$ cat config.mk
export PLATFORM = sky130hd
export DESIGN_NAME = json_string_unescape_utf8
export DESIGN_NICKNAME = d
export VERILOG_FILES = /design/src/rtl/jsu_pkg.sv /design/src/rtl/jsu_front.sv /design/src/rtl/jsu_fifo.sv /design/src/rtl/jsu_back.sv /design/src/rtl/json_string_unescape_utf8.sv
export SDC_FILE = /design/constraint.sdc
export NUM_CORES = 1
export LEC_CHECK = 0
export ABC_AREA = 1
export BUFFER_PORTS_ARGS = -buffer_cell sky130_fd_sc_hd__buf_2
export CAP_MARGIN = 20
export CORE_ASPECT_RATIO = 1.4
export CORE_MARGIN = 1.5
export CORE_UTILIZATION = 35
export CTS_CLUSTER_DIAMETER = 80
export DETAILED_ROUTE_END_ITERATION = 10
export GPL_TIMING_DRIVEN = 0
export SKIP_LAST_GASP = 1
export SYNTH_ARGS = -nofsm -noshare
export SYNTH_HDL_FRONTEND = slang
export SYNTH_SLANG_ARGS = --single-unit
$ cat constraint.sdc
create_clock -name i_clk -period 9.2 [get_ports i_clk]
set_input_delay 1.84 -clock i_clk [delete_from_list [all_inputs] [get_ports i_clk]]
set_output_delay 1.84 -clock i_clk [all_outputs]
set_load 0.02 [all_outputs]
$ cat src/rtl/jsu_pkg.sv
// Shared types and codes for the JSON string unescaper.
`timescale 1ns / 1ps
`default_nettype none
package jsu_pkg;

    localparam int JSU_QUEUE_DEPTH = 4;

    typedef enum logic [1:0] {
        KIND_DATA  = 2'd0,
        KIND_END   = 2'd1,
        KIND_ERROR = 2'd2
    } t_kind;

    localparam logic [1:0] ERR_NONE    = 2'd0;
    localparam logic [1:0] ERR_ZERO    = 2'd1;
    localparam logic [1:0] ERR_ESCAPE  = 2'd2;
    localparam logic [1:0] ERR_BAD_HEX = 2'd3;

    // One queued job: up to three results caused by one input byte.
    typedef struct packed {
        logic [1:0] cnt;
        t_kind      kind;
        logic [1:0] code;
        logic [7:0] b0;
        logic [7:0] b1;
        logic [7:0] b2;
    } t_job;

endpackage
`default_nettype wire

$ cat src/rtl/jsu_front.sv
// Front end: accepts raw bytes, tracks the decode mode and builds result jobs.
`timescale 1ns / 1ps
`default_nettype none
module jsu_front (
    input  wire              i_clk,
    input  wire              i_rst_n,
    input  wire              i_tvalid,
    output logic             o_tready,
    input  wire  [7:0]       i_byte,
    input  wire              i_restart,
    input  wire              i_full,
    output logic             o_push,
    output jsu_pkg::t_job    o_job
);
    import jsu_pkg::*;

    typedef enum logic [7:0] {
        M_PLAIN = 8'b0000_0001,
        M_ESC   = 8'b0000_0010,
        M_HEX1  = 8'b0000_0100,
        M_HEX2  = 8'b0000_1000,
        M_HEX3  = 8'b0001_0000,
        M_HEX4  = 8'b0010_0000,
        M_ERROR = 8'b0100_0000,
        M_DONE  = 8'b1000_0000
    } t_mode;

    t_mode       r_mode, n_mode, mode_eff;
    logic [15:0] r_acc, n_acc, acc_eff, cp;
    logic [3:0]  digit;
    logic        is_hex;
    logic [7:0]  esc_byte;
    logic        accept;

    always_comb begin
        is_hex = 1'b1;
        digit  = 4'd0;
        if (i_byte inside {[8'h30:8'h39]}) begin
            digit = i_byte[3:0];
        end else if (i_byte inside {[8'h61:8'h66], [8'h41:8'h46]}) begin
            digit = 4'(i_byte[2:0] + 4'd9);
        end else begin
            is_hex = 1'b0;
        end
    end

    always_comb begin
        case (i_byte)
            8'h2F:   esc_byte = 8'h2F;
            8'h5C:   esc_byte = 8'h5C;
            8'h22:   esc_byte = 8'h22;
            8'h74:   esc_byte = 8'h09;
            8'h6E:   esc_byte = 8'h0A;
            8'h62:   esc_byte = 8'h08;
            8'h72:   esc_byte = 8'h0D;
            8'h66:   esc_byte = 8'h0C;
            default: esc_byte = 8'h00;
        endcase
    end

    assign o_tready = !i_full;
    assign accept   = i_tvalid && o_tready;
    assign mode_eff = i_restart ? M_PLAIN : r_mode;
    assign acc_eff  = i_restart ? 16'h0000 : r_acc;
    assign cp       = {acc_eff[11:0], digit};

    always_comb begin
        n_mode = r_mode;
        n_acc  = r_acc;
        o_push = 1'b0;
        o_job  = '{cnt: 2'd1, kind: KIND_DATA, code: ERR_NONE,
                   b0: 8'h00, b1: 8'h00, b2: 8'h00};
        if (accept) begin
            n_mode = mode_eff;
            n_acc  = acc_eff;
            if (mode_eff == M_ERROR || mode_eff == M_DONE) begin
                o_push = 1'b0;
            end else if (i_byte == 8'h00) begin
                o_push     = 1'b1;
                o_job.kind = KIND_ERROR;
                o_job.code = ERR_ZERO;
                n_mode     = M_ERROR;
            end else begin
                case (mode_eff)
                    M_PLAIN: begin
                        if (i_byte == 8'h22) begin
                            o_push     = 1'b1;
                            o_job.kind = KIND_END;
                            n_mode     = M_DONE;
                        end else if (i_byte == 8'h5C) begin
                            n_mode = M_ESC;
                        end else begin
                            o_push   = 1'b1;
                            o_job.b0 = i_byte;
                        end
                    end
                    M_ESC: begin
                        o_push = 1'b1;
                        if (i_byte == 8'h75) begin
                            o_push = 1'b0;
                            n_acc  = 16'h0000;
                            n_mode = M_HEX1;
                        end else if (esc_byte == 8'h00) begin
                            o_job.kind = KIND_ERROR;
                            o_job.code = ERR_ESCAPE;
                            n_mode     = M_ERROR;
                        end else begin
                            o_job.b0 = esc_byte;
                            n_mode   = M_PLAIN;
                        end
                    end
                    M_HEX1, M_HEX2, M_HEX3, M_HEX4: begin
                        if (!is_hex) begin
                            o_push     = 1'b1;
                            o_job.kind = KIND_ERROR;
                            o_job.code = ERR_BAD_HEX;
                            n_mode     = M_ERROR;
                        end else begin
                            n_acc = cp;
                            case (mode_eff)
                                M_HEX1:  n_mode = M_HEX2;
                                M_HEX2:  n_mode = M_HEX3;
                                M_HEX3:  n_mode = M_HEX4;
                                default: n_mode = M_PLAIN;
                            endcase
                            if (mode_eff == M_HEX4) begin
                                o_push = 1'b1;
                                if (cp[15:11] != 5'd0) begin
                                    o_job.cnt = 2'd3;
                                    o_job.b0  = {4'hE, cp[15:12]};
                                    o_job.b1  = {2'b10, cp[11:6]};
                                    o_job.b2  = {2'b10, cp[5:0]};
                                end else if (cp[10:7] != 4'd0) begin
                                    o_job.cnt = 2'd2;
                                    o_job.b0  = {3'b110, cp[10:6]};
                                    o_job.b1  = {2'b10, cp[5:0]};
                                end else begin
                                    o_job.b0  = cp[7:0];
                                end
                            end
                        end
                    end
                    default: begin
                        n_mode = M_ERROR;
                    end
                endcase
            end
        end
    end

    always_ff @(posedge i_clk) begin
        if (!i_rst_n) begin
            r_mode <= M_PLAIN;
            r_acc  <= 16'h0000;
        end else begin
            r_mode <= n_mode;
            r_acc  <= n_acc;
        end
    end

endmodule
`default_nettype wire

$ cat src/rtl/jsu_fifo.sv
// Job queue between the front end and the result sequencer.
`timescale 1ns / 1ps
`default_nettype none
module jsu_fifo #(
    parameter int DEPTH = jsu_pkg::JSU_QUEUE_DEPTH
) (
    input  wire              i_clk,
    input  wire              i_rst_n,
    input  wire              i_push,
    input  jsu_pkg::t_job    i_job,
    output logic             o_full,
    output logic             o_valid,
    output jsu_pkg::t_job    o_job,
    input  wire              i_pop
);
    import jsu_pkg::*;

    localparam int PW = (DEPTH > 1) ? $clog2(DEPTH) : 1;
    localparam int CW = $clog2(DEPTH + 1);

    t_job          r_mem [DEPTH];
    logic [PW-1:0] r_wr, n_wr, r_rd, n_rd;
    logic [CW-1:0] r_cnt, n_cnt;
    logic          do_push, do_pop;

    assign o_full  = (r_cnt == CW'(DEPTH));
    assign o_valid = (r_cnt != '0);
    assign o_job   = r_mem[r_rd];
    assign do_push = i_push && !o_full;
    assign do_pop  = i_pop && o_valid;

    always_comb begin
        n_wr  = r_wr;
        n_rd  = r_rd;
        n_cnt = r_cnt;
        if (do_push) begin
            n_wr = (r_wr == PW'(DEPTH - 1)) ? '0 : PW'(r_wr + 1'b1);
        end
        if (do_pop) begin
            n_rd = (r_rd == PW'(DEPTH - 1)) ? '0 : PW'(r_rd + 1'b1);
        end
        if (do_push && !do_pop) begin
            n_cnt = CW'(r_cnt + 1'b1);
        end else if (do_pop && !do_push) begin
            n_cnt = CW'(r_cnt - 1'b1);
        end
    end

    always_ff @(posedge i_clk) begin
        if (do_push) begin
            r_mem[r_wr] <= i_job;
        end
    end

    always_ff @(posedge i_clk) begin
        if (!i_rst_n) begin
            r_wr  <= '0;
            r_rd  <= '0;
            r_cnt <= '0;
        end else begin
            r_wr  <= n_wr;
            r_rd  <= n_rd;
            r_cnt <= n_cnt;
        end
    end

endmodule
`default_nettype wire

$ cat src/rtl/jsu_back.sv
// Back end: walks each queued job and issues its results one per cycle while i_tready allows.
`timescale 1ns / 1ps
`default_nettype none
module jsu_back (
    input  wire              i_clk,
    input  wire              i_rst_n,
    input  wire              i_job_valid,
    input  jsu_pkg::t_job    i_job,
    output logic             o_pop,
    output logic             o_tvalid,
    input  wire              i_tready,
    output logic [1:0]       o_kind,
    output logic [7:0]       o_byte,
    output logic [1:0]       o_code,
    output logic             o_last
);
    import jsu_pkg::*;

    logic       r_valid;
    logic [1:0] r_idx, n_idx;
    t_kind      r_kind;
    logic [7:0] r_byte, sel_byte;
    logic [1:0] r_code;
    logic       r_last;
    logic       advance, load, job_last;

    assign advance  = !r_valid || i_tready;
    assign load     = advance && i_job_valid;
    assign job_last = (r_idx == 2'(i_job.cnt - 2'd1));
    assign o_pop    = load && job_last;

    always_comb begin
        case (r_idx)
            2'd0:    sel_byte = i_job.b0;
            2'd1:    sel_byte = i_job.b1;
            default: sel_byte = i_job.b2;
        endcase
    end

    always_comb begin
        n_idx = r_idx;
        if (load) begin
            n_idx = job_last ? 2'd0 : 2'(r_idx + 2'd1);
        end
    end

    always_ff @(posedge i_clk) begin
        if (!i_rst_n) begin
            r_valid <= 1'b0;
            r_idx   <= 2'd0;
        end else begin
            if (advance) begin
                r_valid <= i_job_valid;
            end
            r_idx <= n_idx;
        end
    end

    always_ff @(posedge i_clk) begin
        if (load) begin
            r_kind <= i_job.kind;
            r_byte <= sel_byte;
            r_code <= i_job.code;
            r_last <= job_last;
        end
    end

    assign o_tvalid = r_valid;
    assign o_kind   = r_kind;
    assign o_byte   = r_byte;
    assign o_code   = r_code;
    assign o_last   = r_last;

`ifndef SYNTHESIS
    a_data_no_code: assert property (@(posedge i_clk) disable iff (!i_rst_n)
        r_valid && r_kind == KIND_DATA |-> r_code == ERR_NONE)
        else $error("data result carries an error code");
    a_ctrl_single: assert property (@(posedge i_clk) disable iff (!i_rst_n)
        r_valid && r_kind != KIND_DATA |-> r_byte == 8'h00 && r_last)
        else $error("end or error result not a lone zero-byte result");
    a_mid_job: assert property (@(posedge i_clk) disable iff (!i_rst_n)
        r_idx != 2'd0 |-> i_job_valid && i_job.cnt > r_idx)
        else $error("sequencer inside a job with no job at the queue head");
`endif

endmodule
`default_nettype wire

$ cat src/rtl/json_string_unescape_utf8.sv
// Top level of the JSON string unescaper with UTF-8 output.
`timescale 1ns / 1ps
`default_nettype none
// Accepts one content byte of a JSON string per cycle and emits decoded bytes,
// an end result at the closing quote, or an error result. Every input byte is
// classified in the cycle it is accepted; the results it causes (zero to three)
// are queued as one job in a QUEUE_DEPTH-entry queue and issued by the output
// sequencer at one result per cycle while m_axis_tready is high. A \u escape
// whose code point needs three UTF-8 bytes holds the output for three results,
// so sustained throughput is one result per cycle and input stalls only when
// the queue fills. A result passes through the queue and the output register.
// Assert tuser with the first byte of each new string to clear state.
module json_string_unescape_utf8 #(
    parameter int QUEUE_DEPTH = jsu_pkg::JSU_QUEUE_DEPTH
) (
    input  wire         i_clk,
    input  wire         i_rst_n,
    input  wire         s_axis_tvalid,
    output logic        s_axis_tready,
    input  wire  [7:0]  s_axis_tdata,   // [7:0] in_byte
    input  wire  [0:0]  s_axis_tuser,   // [0] restart
    output logic        m_axis_tvalid,
    input  wire         m_axis_tready,
    output logic [15:0] m_axis_tdata,   // [7:0] out_byte, [9:8] error_code
    output logic [1:0]  m_axis_tuser,   // [1:0] out_kind
    output logic        m_axis_tlast    // last_of_run
);
    import jsu_pkg::*;

    t_job       push_job, head_job;
    logic       push, full, head_valid, pop;
    logic [7:0] out_byte;
    logic [1:0] out_code;

    jsu_front u_front (
        .i_clk     (i_clk),
        .i_rst_n   (i_rst_n),
        .i_tvalid  (s_axis_tvalid),
        .o_tready  (s_axis_tready),
        .i_byte    (s_axis_tdata),
        .i_restart (s_axis_tuser[0]),
        .i_full    (full),
        .o_push    (push),
        .o_job     (push_job)
    );

    jsu_fifo #(
        .DEPTH (QUEUE_DEPTH)
    ) u_fifo (
        .i_clk   (i_clk),
        .i_rst_n (i_rst_n),
        .i_push  (push),
        .i_job   (push_job),
        .o_full  (full),
        .o_valid (head_valid),
        .o_job   (head_job),
        .i_pop   (pop)
    );

    jsu_back u_back (
        .i_clk       (i_clk),
        .i_rst_n     (i_rst_n),
        .i_job_valid (head_valid),
        .i_job       (head_job),
        .o_pop       (pop),
        .o_tvalid    (m_axis_tvalid),
        .i_tready    (m_axis_tready),
        .o_kind      (m_axis_tuser),
        .o_byte      (out_byte),
        .o_code      (out_code),
        .o_last      (m_axis_tlast)
    );

    assign m_axis_tdata = {6'b000000, out_code, out_byte};

endmodule
`default_nettype wire

* Word-level counts from Yosys, hierarchy flattened
Memory sizes are Yosys's and may differ from the RTL's. A register that Yosys moved wholly into a read port is not among the register bits. Index checks and enable logic that the tools add are counted.
Cells by class: add/sub/neg operators 7, order comparisons 6, eq/ne operators 22, muxes and demuxes 67, reduce and logical (&&, ||, !) cells 25
Operators by type and width (count):
- 16-bit 2-to-1 mux | 7
- 8-bit 2-to-1 mux | 11
- 24-bit 2-to-1 mux | 3
- 8-bit by 7-bit equality test with 1-bit output, second input constant | 8
- 30-bit 2-to-1 mux | 2
- 7-bit one-hot mux with 8 select lines | 1
- 8-bit one-hot mux with 3 select lines | 2
- 16-bit one-hot mux with 2 select lines | 1
- 8-bit by 6-bit equality test with 1-bit output, second input constant | 3
- 2-bit 2-to-1 mux | 11
- 7-bit 2-to-1 mux | 3
- 4-bit 2-to-1 mux | 5
- 6-bit one-hot mux with 3 select lines | 1
- 8-bit by 7-bit greater-or-equal comparator with 1-bit output, second input constant | 2
- 8-bit by 7-bit less-or-equal comparator with 1-bit output, second input constant | 2
- 8-bit zero test | 2
- 8-bit one-hot mux with 2 select lines | 1
- 1-bit 2-to-1 mux | 13
- 12-bit 2-to-1 mux | 1
- 1-bit logical AND | 10
- 8-bit by 1-bit equality test with 1-bit output, second input constant | 1
- 8-bit by 2-bit equality test with 1-bit output, second input constant | 1
- 8-bit by 3-bit equality test with 1-bit output, second input constant | 1
- 8-bit by 4-bit equality test with 1-bit output, second input constant | 1
- other kinds (25) | 34
Word-level totals: register bits 47, bits in writable memories 120, input port bits 13, memories 1
Memory list:
- u_fifo.r_mem | words 4, bits a word 30, read ports 1, clocked after memory_dff 1, wr ports 1, RTL line jsu_fifo.sv:21 | t_job r_mem [DEPTH];

* Logic depth before layout (Yosys ltp)
Gate-level depths: netlist of the first run.
depth in word-level cells 15, depth in mapped cells 20, mapped depth without buffers 19

* Cells and area by module
A second synthesis of the first run with hierarchy kept.
Unflattened totals: cell total of the unflattened synthesis 887, area, all modules 8286.7 µm²
By module, submodules not included:
- jsu_fifo | instances 1, cells an instance 362, area an instance 5001.0 µm², sequential area each 3783.6 µm²
- jsu_front | instances 1, cells an instance 443, area an instance 2427.3 µm², sequential area each 400.4 µm²
- jsu_back | instances 1, cells an instance 75, area an instance 809.5 µm², sequential area each 450.4 µm²
- json_string_unescape_utf8 | instances 1, cells an instance 7, area an instance 48.8 µm², sequential area each 0.0 µm²

* Least setup slack after synthesis of the first run
OpenSTA, ideal clock, no wires.
path kind input to register, from in s_axis_tdata[0], to mem u_fifo.r_mem[0][0] (netlist name) (enable), arrival 4155 ps, data required time 8789 ps, slack 4634 ps, cell stages on the path 12, path through inv_1 > ha_1 > inv_1 > nor2_1 > nand2_1 > nand2_1 > nor2_2 > nor2_4 > nand3_2 > nand3_2 > nand2_1 > nor2_1
On the way: longest elaborated chain between the ends 13, elaborated cells between the ends (all ways) 27, classes of those cells order compare (6); eq/ne (3); mux (12); reduce/logical (6)
RTL lines:
- from (decl) | RTL line json_string_unescape_utf8.sv:20 | input wire [7:0] s_axis_tdata,
- 8-bit by 7-bit greater-or-equal comparator with 1-bit output or 8-bit by 7-bit less-or-equal comparator with 1-bit output (tied branches) | RTL line jsu_front.sv:40 | end else if (i_byte inside {[8'h61:8'h66], [8'h41:8'h46]}) begin
- 1-bit logical AND | RTL line jsu_front.sv:40
- 2-bit nonzero test | RTL line jsu_front.sv:40
- 1-bit 2-to-1 mux | RTL line jsu_front.sv:40
- 1-bit 2-to-1 mux | RTL line jsu_front.sv:38 | if (i_byte inside {[8'h30:8'h39]}) begin
- 1-bit 2-to-1 mux | RTL line jsu_front.sv:113 | if (!is_hex) begin
- 1-bit one-hot mux with 3 select lines | RTL line jsu_front.sv:84 | case (mode_eff)
- 1-bit 2-to-1 mux * | RTL line jsu_front.sv:78 | end else if (i_byte == 8'h00) begin
- 1-bit 2-to-1 mux * | RTL line jsu_front.sv:76 | if (mode_eff == M_ERROR || mode_eff == M_DONE) begin
- 1-bit 2-to-1 mux * | RTL line jsu_front.sv:73 | if (accept) begin
- 1-bit logical AND * | RTL line jsu_fifo.sv:29 | assign do_push = i_push && !o_full;
- 1-bit 2-to-1 mux * | RTL line jsu_fifo.sv:50 | if (do_push) begin
- 1-bit 2-to-1 mux (not written as such) * | RTL line jsu_fifo.sv:51 | r_mem[r_wr] <= i_job;
- to (decl) | RTL line jsu_fifo.sv:21
Every way passes the cells marked *; elsewhere a longest branch is shown, timed or not.

* Worst setup path in the final report of the first run
from in s_axis_tdata[0], to reg u_fifo.r_cnt[2]
On the way: longest elaborated chain between the ends 14, elaborated cells between the ends (all ways) 30, classes of those cells order compare (6); eq/ne (3); mux (11); reduce/logical (10)
RTL lines:
- 8-bit by 7-bit greater-or-equal comparator with 1-bit output or 8-bit by 7-bit less-or-equal comparator with 1-bit output (tied branches) | RTL line jsu_front.sv:40
- 1-bit logical AND | RTL line jsu_front.sv:40
- 2-bit nonzero test | RTL line jsu_front.sv:40
- 1-bit 2-to-1 mux | RTL line jsu_front.sv:40
- 1-bit 2-to-1 mux | RTL line jsu_front.sv:38
- 1-bit 2-to-1 mux | RTL line jsu_front.sv:113
- 1-bit one-hot mux with 3 select lines | RTL line jsu_front.sv:84
- 1-bit 2-to-1 mux * | RTL line jsu_front.sv:78
- 1-bit 2-to-1 mux * | RTL line jsu_front.sv:76
- 1-bit 2-to-1 mux * | RTL line jsu_front.sv:73
- 1-bit logical AND * | RTL line jsu_fifo.sv:29
- via u_fifo.do_push | RTL line jsu_fifo.sv:24 | logic do_push, do_pop;
- 1-bit zero test | RTL line jsu_fifo.sv:44 | end else if (do_pop && !do_push) begin
- 1-bit logical AND | RTL line jsu_fifo.sv:44
- 2-bit nonzero test (no line)
- to (signal assigned) | RTL line jsu_fifo.sv:63 | r_cnt <= n_cnt;
- to (decl) | RTL line jsu_fifo.sv:23 | logic [CW-1:0] r_cnt, n_cnt;
Mark *: on every way through the listed nets, which the timed path passes. The rest lies on a longest branch. A chain may end at the register's enable or synchronous reset.

==> results of run 1 <==
cells by family after synthesis:
family / count (synthesis)
fa+ha+maj: 13
xor+xnor: 2
flops: 153
compound gates: 158
other cells: 1
buf+inv: 133
simple gates: 380
power by group through the flow:
stage,clock network [mW],logic [mW],registers [mW]
detailed placement,0,0.681,0.914
global route,0.710,0.761,0.908
global placement,0,0.661,0.918
CTS,0.684,0.684,0.900
floorplan,0,0.412,0.956
finish,0.679,0.675,0.899
cells in the final DEF (no fill, tap or decap), types with 2 or more instances in the layout:
master and instances:
o21ai_1 3, clkinv_2 3, conb_1 6, bufinv_16 3
clkinv_4 2, nand2_2 12, nand3_1 45, clkbuf_16 17
a21oi_2 2, nor3_1 4, inv_1 86, edfxtp_1 121
nand4_1 5, clkinv_1 2, buf_6 3, ha_1 12
nand3_2 4, a21oi_1 32, dfxtp_1 32, a31oi_1 2
nor2_4 9, o22ai_1 26, o211ai_1 3, o22ai_2 4
buf_4 8, buf_2 29, a21boi_0 2, inv_2 12
nor2_2 8, nand2_1 158, nor2_1 129, xor2_1 2
o21ai_0 81, clkbuf_1 24
area by class of cell:
cell class	count	area, sq um
fillers	2105	12500
flip-flops and latches	153	4270
multi-input cells	559	2810
clock buffers	21	440
inverters	100	378
well taps	260	325
plain buffers	33	171
repair buffers	29	166
clock inverters	9	126
flip-flops by register name, summed over array words and instances, names as in the netlist, named ones only:
name / count
u_back.o_byte: 8
u_back.o_code: 2
u_back.o_kind: 2
u_back.o_last: 1
u_back.o_tvalid: 1
u_back.r_idx: 2
u_fifo.r_cnt: 3
u_fifo.r_mem: 108
u_fifo.r_rd: 2
u_fifo.r_wr: 2
u_front.r_acc: 12
u_front.r_mode: 8
through the flow:
step	setup slack, ns	hold slack (ns)
floorplan	4.63	0.443
global placement	3.15	0.469
CTS	4.64	0.491
global route	4.38	0.502
detailed placement	4.21	0.476
finish	4.69	0.493
per-layer routing:
layer	up-vias	global-route usage, %	share of wire [%]
li1	2910	-	-
met1	2767	18.4	40
met2	122	34.1	55
met3	30	2.78	2.6
met4	0	6.44	2.3
met5	-	0	0
how the worst max path moves through the flow:
stage | startpoint | depth (start not counted) | endpoint
after detailed placement | s_axis_tdata[0] | 20 | u_fifo.r_cnt[2]$_SDFFE_PN0P_
after global placement | s_axis_tdata[0] | 13 | u_fifo.r_mem[3][25]$_DFFE_PP_
after global routing | s_axis_tdata[0] | 20 | u_fifo.r_cnt[2]$_SDFFE_PN0P_
final | s_axis_tdata[0] | 20 | u_fifo.r_cnt[2]$_SDFFE_PN0P_
after CTS | s_axis_tdata[0] | 20 | u_fifo.r_cnt[2]$_SDFFE_PN0P_
after floorplan | s_axis_tdata[0] | 12 | u_fifo.r_mem[0][0]$_DFFE_PP_
worst min-delay path: stages (launching register included):
cell and delay (ns):
dfxtp_1 0.31, nand2_1 0.06, a21oi_1 0.07
==> results_dict.tcl, run 1 <==
set metrics [dict create \
    async_flop_share_pct 0 \
    post_dp_cell_area_sq_um 8120 \
    synth.top_cells.by_area "edfxtp_1 48%, dfxtp_1 8.5%, nand2_1 7.8%, nor2_1 6.6%, o21ai_0 5.4%" \
    timing.critical_path.from_type "primary input" \
    power_per_cell_area_nw_per_um2 259 \
    critical_path_class "in -> reg" \
    peakVddDrop_mv 0.132 \
    detail-route-antenna-nets 0 \
    synth.mux.area_fraction_pct 0 \
    drt_pre_antenna_iters 7 \
    worst-endpoint-required_ns 9.51 \
    most_instantiated_library_cell_after_synthesis "nand2_1" \
    hpwl_reported_at_the_end_of_detailed_placement_microns 13800 \
    global_route_wire_length_before_repair_microns 29700 \
    synth-edff-count 121 \
    fmax_mhz 222 \
    timing.hold.worst_path_depth 2 \
    fin_area_sq_um 8690 \
    vias_per_cell 5.01 \
    postRouteWirelength_microns 18900 \
    tritoncts "built" \
    num_vias 5829 \
    crit_top_cell "inv_1" \
    worstHoldPathType "reg -> reg" \
    postCtsHoldBufs 0 \
    max-clock-path-buffers 2 \
    mappedNetlistArea_sq_um 7580 \
    cts.reportedPaths.clkPinSlew_ns 0.06 \
    post-route-drc-count 0 \
    status "complete, no violations" \
    maxSlewViolCount 0 \
    final_layout_size_suffix_gt1_share_pct 13.7 \
    antenna_found_initial 0 \
    endpoint_kind "flip-flop" \
    critical_path.slowest_cell "fa_1" \
    initial_core_util_pct 35.7 \
    post_cts.repair.setup_buffers 0 \
    worst-path-buf-inv 5 \
    number_of_cells_on_the_worst_reg_to_reg_path 18 \
    grt.overflow.total 0 \
    final.period_utilization_pct 49.0 \
    share_clk_of_total_power_pct 30.1 \
    areaGrowthSynthToFinish_pct 14.7 \
    io_buffer_count 27 \
    chipWidth_microns 127 \
    yosys-top-cells-count "158 x nand2_1, 133 x nor2_1, 121 x edfxtp_1" \
    final_instance_count_excl_fillers 1164 \
    fin_crit_ns 4.51 \
    postSynthCellCount 840 \
    timing.max_slew.rel_slack_pct 38.7 \
    die_height_microns 177 \
    yosysWarnings 0 \
    largest_family_of_logic_cells_by_synthesized_area "simple AND/OR/NAND/NOR gates" \
    timing.final.setup_violations 0 \
    io_pins 34 \
    synth.distinct_cells 41 \
    share_comb_of_total_power_pct 30.0 \
    rows 63 \
    crit-reg2reg-capture "u_fifo.r_cnt[2]$_SDFFE_PN0P_" \
    max_stage_delay_ns 0.43 \
    synth_xor_xnor_area_share_pct 0.231 \
    tightest_slew_ns 0.918 \
    postSynthRegisterBits 153 \
    cts_buffers 17 \
    gp_congestion 0.923 \
    design.final.nets 919 \
    setup_tns_ns 0 \
    routedWlPerCell_microns 16.3 \
    numClockSinks 153 \
    clkLatencyLatePin_ns 0.42 \
    synth_compound_gate_area_share_pct 11.7 \
    p_seq_share_pct 39.9 \
    swShare_pct 34.0 \
    core_sq_um 21200 \
    synth_top_cell_by_area "edfxtp_1" \
    grt_util_all_layers_pct 17.4 \
    synthesis.area_per_instance_sq_um 9.02 \
    antenna_cells_inserted 0 \
    final_hold_viol_count 0 \
    cell_family_contributing_the_most_delay_on_the_critical_path "simple AND/OR/NAND/NOR gates" \
    cts_resized 0 \
    synthSimpleGateAreaFrac_pct 22.2 \
    drt-initial-drc-count 412 \
    reg2reg_slack_ns 6.02 \
    hold_path_end "u_fifo.r_rd[1]$_SDFFE_PN0P_" \
    crit-reg2reg-launch "u_front.r_mode[0]$_SDFFE_PN1P_" \
    htree_num_levels 4 \
    grt_setup_unrepaired "no" \
    fin_worst_skew_ns 0.0107 \
    max_cap_violations 0 \
    synth-adder-area-share_pct 2.25 \
    fp.dieArea_sq_um 22600 \
    maximum_number_of_pins_on_one_net_before_global_route_repair 28 \
    critical_path_arrival_ns 4.82 \
    power.total_mw 2.25 \
    first_global_vias 5672 \
    total_leakage_power_nw 3.45 \
    synth_seq_area_share_pct 56.4 \
    internal_power_mw 1.49 \
    final_core_utilization_pct 41.0 \
    synth_top_area_share_pct 48.0 \
    netSwitchingPower_mw 0.765 \
    hp-start "u_fifo.r_rd[1]$_SDFFE_PN0P_" \
    worstPathMaxFanout 5 \
    path_cells "buf_2 > inv_1 > ha_1 > inv_1 > nor2_1 > nand2_1 > nand2_1 > nor2_2 > nor2_4 > nand3_2 > nand3_2 > nand2_1 > inv_1 > ha_1 > inv_1 > fa_1 > a21oi_1 > o21ai_0 > o21ai_0 > a21oi_1" \
    cts_root_buffer "clkbuf_16" \
    dpl.cell_count 1134 \
    synth_top_flop_cell "edfxtp_1" \
]
Power figures use the tool's default switching activity.
==> run 2, diff against run 1 <==
Settings changed: ABC_AREA 1 to 0.
Clock period 9.2 ns to 4.3 ns, I/O delays scaled along.
==> results_dict.tcl, run 2 <==
set metrics [dict create \
    share_comb_of_total_power_pct 23.4 \
    internal_power_mw 2.97 \
    first_global_vias 4813 \
    synthesis.area_per_instance_sq_um 13.1 \
    synth_top_cell_by_area "edfxtp_1" \
    synth.mux.area_fraction_pct 9.34 \
    initial_core_util_pct 35.9 \
    gp_congestion 0.929 \
    maxSlewViolCount 0 \
    final_layout_size_suffix_gt1_share_pct 19.8 \
    antenna_cells_inserted 0 \
    final_instance_count_excl_fillers 859 \
    largest_family_of_logic_cells_by_synthesized_area "simple AND/OR/NAND/NOR gates" \
    fin_crit_ns 3.96 \
    post_dp_cell_area_sq_um 7610 \
    fin_area_sq_um 8140 \
    synth_seq_area_share_pct 59.7 \
    routedWlPerCell_microns 19.7 \
    mappedNetlistArea_sq_um 7160 \
    cts_resized 0 \
    timing.critical_path.from_type "primary input" \
    io_pins 34 \
    most_instantiated_library_cell_after_synthesis "edfxtp_1" \
    largest-register "u_fifo.r_mem" \
    yosys-top-cells-count "121 x edfxtp_1, 47 x nand2_1, 36 x a21oi_1" \
    areaGrowthSynthToFinish_pct 13.7 \
    endpoint_kind "flip-flop" \
    max-clock-path-buffers 2 \
    grt.overflow.total 0 \
    fin_worst_skew_ns 0.0101 \
    synth.distinct_cells 72 \
    cts.reportedPaths.clkPinSlew_ns 0.06 \
    path_cells "buf_2 > inv_1 > ha_1 > a21oi_1 > a221oi_4 > a21oi_2 > a21oi_1 > a31oi_2 > ha_1 > inv_1 > fa_1 > xor2_1 > or3_1 > a21oi_1" \
    max_cap_violations 0 \
    maximum_number_of_pins_on_one_net_before_global_route_repair 28 \
    cell_family_contributing_the_most_delay_on_the_critical_path "compound AO/OA/AOI/OAI gates" \
    drt_pre_antenna_iters 5 \
    peakVddDrop_mv 0.255 \
    worst-path-buf-inv 3 \
    largest_register_ffs 108 \
    fill_cells 1846 \
    final_hold_viol_count 0 \
    design.final.nets 620 \
    post-route-drc-count 0 \
    timing.final.setup_violations 0 \
    vias_per_cell 5.54 \
    async_flop_share_pct 0 \
    synth_top_area_share_pct 50.8 \
    critical_path_class "in -> reg" \
    detail-route-antenna-nets 0 \
    worstPathMaxFanout 7 \
    layout.cells.most_common_list "121 x edfxtp_1, 47 x nand2_1, 36 x a21oi_1" \
    final_common_cell "edfxtp_1" \
    worstHoldPathType "reg -> reg" \
    chipWidth_microns 124 \
    postCtsHoldBufs 0 \
    global_route_wire_length_before_repair_microns 26600 \
    numClockSinks 153 \
    max_stage_delay_ns 0.45 \
    postSynthCellCount 548 \
    largestRegisters "u_fifo.r_mem: 108 flops, u_front.r_acc: 12 flops" \
    total_leakage_power_nw 2.73 \
    fp.dieArea_sq_um 21300 \
    antenna_found_initial 0 \
    critical_path.slowest_cell "fa_1" \
    die_height_microns 172 \
    netSwitchingPower_mw 1.27 \
    num_vias 4758 \
    hpwl_reported_at_the_end_of_detailed_placement_microns 12100 \
    rows 61 \
    core_sq_um 19900 \
    yosysWarnings 0 \
    io_buffer_count 22 \
    worst-endpoint-required_ns 4.65 \
    synth-edff-count 121 \
    power_per_cell_area_nw_per_um2 521 \
    dpl.cell_count 827 \
    grt_util_all_layers_pct 17.1 \
    drt-initial-drc-count 397 \
    synth.top_cells.by_area "edfxtp_1 51%, dfxtp_1 9.0%, mux4_2 8.5%, a21oi_1 2.5%, nand2_1 2.5%" \
    synthSimpleGateAreaFrac_pct 13.4 \
    grt_setup_unrepaired "no" \
    synth_compound_gate_area_share_pct 11.2 \
    synth-adder-area-share_pct 2.38 \
    synth_top_flop_cell "edfxtp_1" \
    postRouteWirelength_microns 16900 \
    tritoncts "built" \
    cts_root_buffer "clkbuf_16" \
    final.period_utilization_pct 92.1 \
    post_cts.repair.setup_buffers 0 \
    cts_buffers 17 \
    postSynthRegisterBits 153 \
    timing.max_slew.rel_slack_pct 41.5 \
    crit_top_cell "a21oi_1" \
    synth_xor_xnor_area_share_pct 0.734 \
    share_clk_of_total_power_pct 31.6 \
    clkLatencyLatePin_ns 0.42 \
    htree_num_levels 4 \
    p_seq_share_pct 45.1 \
    tightest_slew_ns 0.878 \
    swShare_pct 30.0 \
    fmax_mhz 253 \
    status "complete, no violations" \
    critical_path_arrival_ns 4.31 \
]
-- run 2: routing by layer --
metal / share of wire, % / track usage, % / vias up
met5: 0 / 0 / -
met1: 38 / 18.9 / 2363
li1: - / - / 2198
met3: 4.6 / 3.30 / 45
met4: 4.1 / 8.70 / 0
met2: 54 / 30.9 / 152
-- run 2: stage by stage --
stage                     utilization [%]  total power, mW  setup TNS, ns  hold WS (ns)  setup slack (ns)
after floorplan                         -             2.64              0         0.463             0.719
after global placement               38.2             2.93         -20.38         0.451            -0.198
after detailed placement             38.2             2.96         -0.112         0.472            -0.112
after CTS                            40.8             4.30              0         0.481             0.343
after global routing                 40.8             4.44              0         0.516            0.0978
final                                40.8             4.24              0         0.477             0.342
-- run 2: final cells by class --
| type | count | area (sq um) | area share, % |
|---|---|---|---|
| Buffer | 33 | 174 | 2.14 |
| Clock buffer | 17 | 425 | 5.23 |
| Clock inverter | 15 | 104 | 1.28 |
| Inverter | 14 | 52.6 | 0.646 |
| Multi-Input combinational cell | 353 | 2680 | 32.9 |
| Sequential cell | 153 | 4270 | 52.5 |
| Tap cell | 252 | 315 | 3.88 |
| Timing Repair Buffer | 22 | 110 | 1.35 |
-- run 2: cell families (layout without fill, tap and decap cells) --
kind of cell    count (synthesis)  count (layout)
compound gates                114             114
xor+xnor                        6               6
fa+ha+maj                      13              13
buf+inv                        47             101
flops                         153             153
mux                            33              33
other cells                     1               6
simple gates                  181             181
-- run 2: path summary, 6_finish.rpt --
kind / start / end / slack (ns) / cells past startpoint
worst min-delay path: u_back.o_tvalid$_SDFFE_PN0N_ / u_back.o_tvalid$_SDFFE_PN0N_ / 0.48 / 2
worst max-delay path: s_axis_tdata[0] / u_fifo.r_cnt[2]$_SDFFE_PN0P_ / 0.34 / 14
worst max register to register: u_front.r_mode[7]$_SDFFE_PN0P_ / u_fifo.r_cnt[2]$_SDFFE_PN0P_ / 0.38 / 12
worst min register to register: u_back.o_tvalid$_SDFFE_PN0N_ / u_back.o_tvalid$_SDFFE_PN0N_ / 0.48 / 2
-- run 2: power groups by stage --
stage	registers [mW]	logic, mW	clock network, mW
after floorplan	2.02	0.618	0
after global placement	1.94	0.994	0
after detailed placement	1.94	1.02	0
after CTS	1.91	1.02	1.36
after global routing	1.93	1.09	1.42
final	1.91	0.990	1.34
-- run 2: worst reg2reg max path: cells and delay by family, from the launching register on --
family,cells,cell delay (ns)
AO/OA/AOI/OAI,3,0.89
AND/OR/NAND/NOR,4,1.52
flip-flops,1,0.29
buffers and inverters,2,0.24
adder cells (fa/ha/maj),2,0.73
XOR/XNOR,1,0.17
==> run 3, diff against run 2 <==
Settings changed: ABC_AREA 0 to 1, CORE_UTILIZATION 35 to 62, PLACE_DENSITY set to 0.8.
==> results_dict.tcl, run 3 (same netlist as run 1, synthesis figures left out) <==
set metrics [dict create \
    status "complete, no violations" \
    worstPathMaxFanout 5 \
    gp_congestion 0.949 \
    worst-endpoint-required_ns 4.60 \
    hpwl_reported_at_the_end_of_detailed_placement_microns 13500 \
    fin_worst_skew_ns 0.00994 \
    tightest_slew_ns 0.924 \
    max_cap_violations 0 \
    netSwitchingPower_mw 1.72 \
    vias_per_cell 5.87 \
    grt_setup_unrepaired "no" \
    tritoncts "built" \
    routedWlPerCell_microns 18.3 \
    timing.max_slew.rel_slack_pct 38.3 \
    final_instance_count_excl_fillers 1052 \
    post_cts.repair.setup_buffers 0 \
    core_sq_um 11900 \
    grt_util_all_layers_pct 31.3 \
    peakVddDrop_mv 0.326 \
    rows 47 \
    cts_buffers 17 \
    p_seq_share_pct 39.0 \
    largestRegisters "u_fifo.r_mem: 108 flops, u_front.r_acc: 12 flops" \
    postRouteWirelength_microns 19300 \
    maximum_number_of_pins_on_one_net_before_global_route_repair 28 \
    drt_pre_antenna_iters 7 \
    initial_core_util_pct 63.8 \
    post-route-drc-count 0 \
    detail-route-antenna-nets 0 \
    internal_power_mw 3.23 \
    cts.reportedPaths.clkPinSlew_ns 0.06 \
    crit-reg2reg-capture "u_fifo.r_cnt[2]$_SDFFE_PN0P_" \
    maxSlewViolCount 0 \
    max-clock-path-buffers 2 \
    numClockSinks 153 \
    htree_num_levels 4 \
    antenna_cells_inserted 0 \
    reg2reg_slack_ns 1.08 \
    timing.hold.worst_path_depth 2 \
    critical_path_class "in -> reg" \
    crit-reg2reg-launch "u_front.r_mode[0]$_SDFFE_PN1P_" \
    chipWidth_microns 96.4 \
    antenna_found_initial 0 \
    drt-initial-drc-count 470 \
    preCtsSetupSlack_ns 0.338 \
    final_common_cell "nand2_1" \
    fp.dieArea_sq_um 12900 \
    hp-start "u_front.r_acc[3]$_SDFFE_PN0P_" \
    swShare_pct 34.8 \
    layout.cells.most_common_list "158 x nand2_1, 129 x nor2_1, 121 x edfxtp_1" \
    power_per_cell_area_nw_per_um2 578 \
    final.period_utilization_pct 83.7 \
    areaGrowthSynthToFinish_pct 13.3 \
    global_route_wire_length_before_repair_microns 29900 \
    hold_path_end "u_front.r_acc[3]$_SDFFE_PN0P_" \
    cts_resized 0 \
    timing.final.setup_violations 0 \
    postLayoutSetupSlackWorst_ns 0.702 \
    grt.overflow.total 0 \
    fin_crit_ns 3.60 \
    dpl.cell_count 1020 \
    share_clk_of_total_power_pct 31.3 \
    worstHoldPathType "reg -> reg" \
    postCtsHoldBufs 0 \
    cts_root_buffer "clkbuf_16" \
    die_height_microns 134 \
    io_buffer_count 27 \
    largest-register "u_fifo.r_mem" \
    io_pins 34 \
    first_global_vias 5982 \
    design.final.nets 918 \
    num_vias 6180 \
    final_hold_viol_count 0 \
    critical_path_arrival_ns 3.90 \
    fmax_mhz 278 \
    final_layout_size_suffix_gt1_share_pct 14.3 \
    number_of_cells_on_the_worst_reg_to_reg_path 18 \
    clkLatencyLatePin_ns 0.42 \
    timing.critical_path.from_type "primary input" \
    total_leakage_power_nw 3.46 \
    fin_hold_ws_ns 0.486 \
    endpoint_kind "flip-flop" \
    share_comb_of_total_power_pct 29.8 \
    largest_register_ffs 108 \
]
==> run 3: changes by cell type in the layout (fill, tap and decap cells not counted), moves of 9 or more <==
cell	before	now
o21ai_0	10	81
mux4_2	27	0
inv_1	14	86
nand2_1	47	158
nand2_2	0	12
nor2_4	0	9
clkbuf_1	11	21
nand3_1	16	45
inv_2	0	12
nor2b_1	11	0
o22ai_1	6	26
nor2_1	34	129
==> run 3: final cells by class <==
| type | count | area, sq um |
|---|---|---|
| clock buffer | 20 | 457 |
| multi-input combinational | 559 | 2810 |
| tap | 147 | 184 |
| fill | 890 | 3290 |
| buffer | 33 | 171 |
| clock inverter | 12 | 166 |
| timing repair buffer | 28 | 146 |
| sequential | 153 | 4270 |
| inverter | 100 | 378 |
==> run 3: critical path: stages <==
cell and delay (ns):
buf_2 0.13, inv_1 0.12, ha_1 0.22, inv_1 0.07, nor2_1 0.19, nand2_1 0.12
nand2_1 0.09, nor2_2 0.05, nor2_4 0.17, nand3_2 0.14, nand3_2 0.15, nand2_1 0.29
inv_1 0.14, ha_1 0.15, inv_1 0.08, fa_1 0.44, a21oi_1 0.16, o21ai_0 0.12
o21ai_0 0.16, a21oi_1 0.06
==> run 3: power groups by stage <==
stage	registers, mW	clock network, mW	logic (mW)
5_1_grt	1.95	1.61	1.61
2_1_floorplan	2.04	0	0.882
6_report	1.93	1.55	1.48
3_3_place_gp	1.96	0	1.34
3_5_place_dp	1.96	0	1.43
4_1_cts	1.93	1.55	1.46
==> run 3: how the worst max path moves through the flow <==
stage	startpoint	end	slack (ns)	cells after the start
2_1_floorplan	s_axis_tdata[0]	u_fifo.r_mem[0][0]$_DFFE_PP_	0.71	12
3_3_place_gp	s_axis_tdata[0]	u_fifo.r_mem[3][25]$_DFFE_PP_	-0.54	13
3_5_place_dp	s_axis_tdata[0]	u_fifo.r_cnt[2]$_SDFFE_PN0P_	0.34	20
4_1_cts	s_axis_tdata[0]	u_fifo.r_cnt[2]$_SDFFE_PN0P_	0.75	20
5_1_grt	s_axis_tdata[0]	u_fifo.r_cnt[2]$_SDFFE_PN0P_	0.48	20
6_report	s_axis_tdata[0]	u_fifo.r_cnt[2]$_SDFFE_PN0P_	0.70	20
==> run 3: routing by layer <==
layer  vias to the layer above  wire [microns]  global-route usage, %
li1                       2912               -                      -
met1                      2919            7020                   36.0
met2                       293           10300                   54.9
met3                        56            1110                   5.16
met4                         0             850                   16.2
met5                         -               0                      0
==> run 3: through the flow <==
| stage | utilization (%) | TNS, ns | area, sq um | power, mW |
|---|---|---|---|---|
| after global placement | 66.6 | -53.43 | 7920 | 3.30 |
| after CTS | 72.3 | 0 | 8590 | 4.94 |
| after global routing | 72.3 | 0 | 8590 | 5.17 |
| after floorplan | - | 0 | 7600 | 2.93 |
| after detailed placement | 67.0 | 0 | 7960 | 3.40 |
| final | 72.3 | 0 | 8590 | 4.96 |
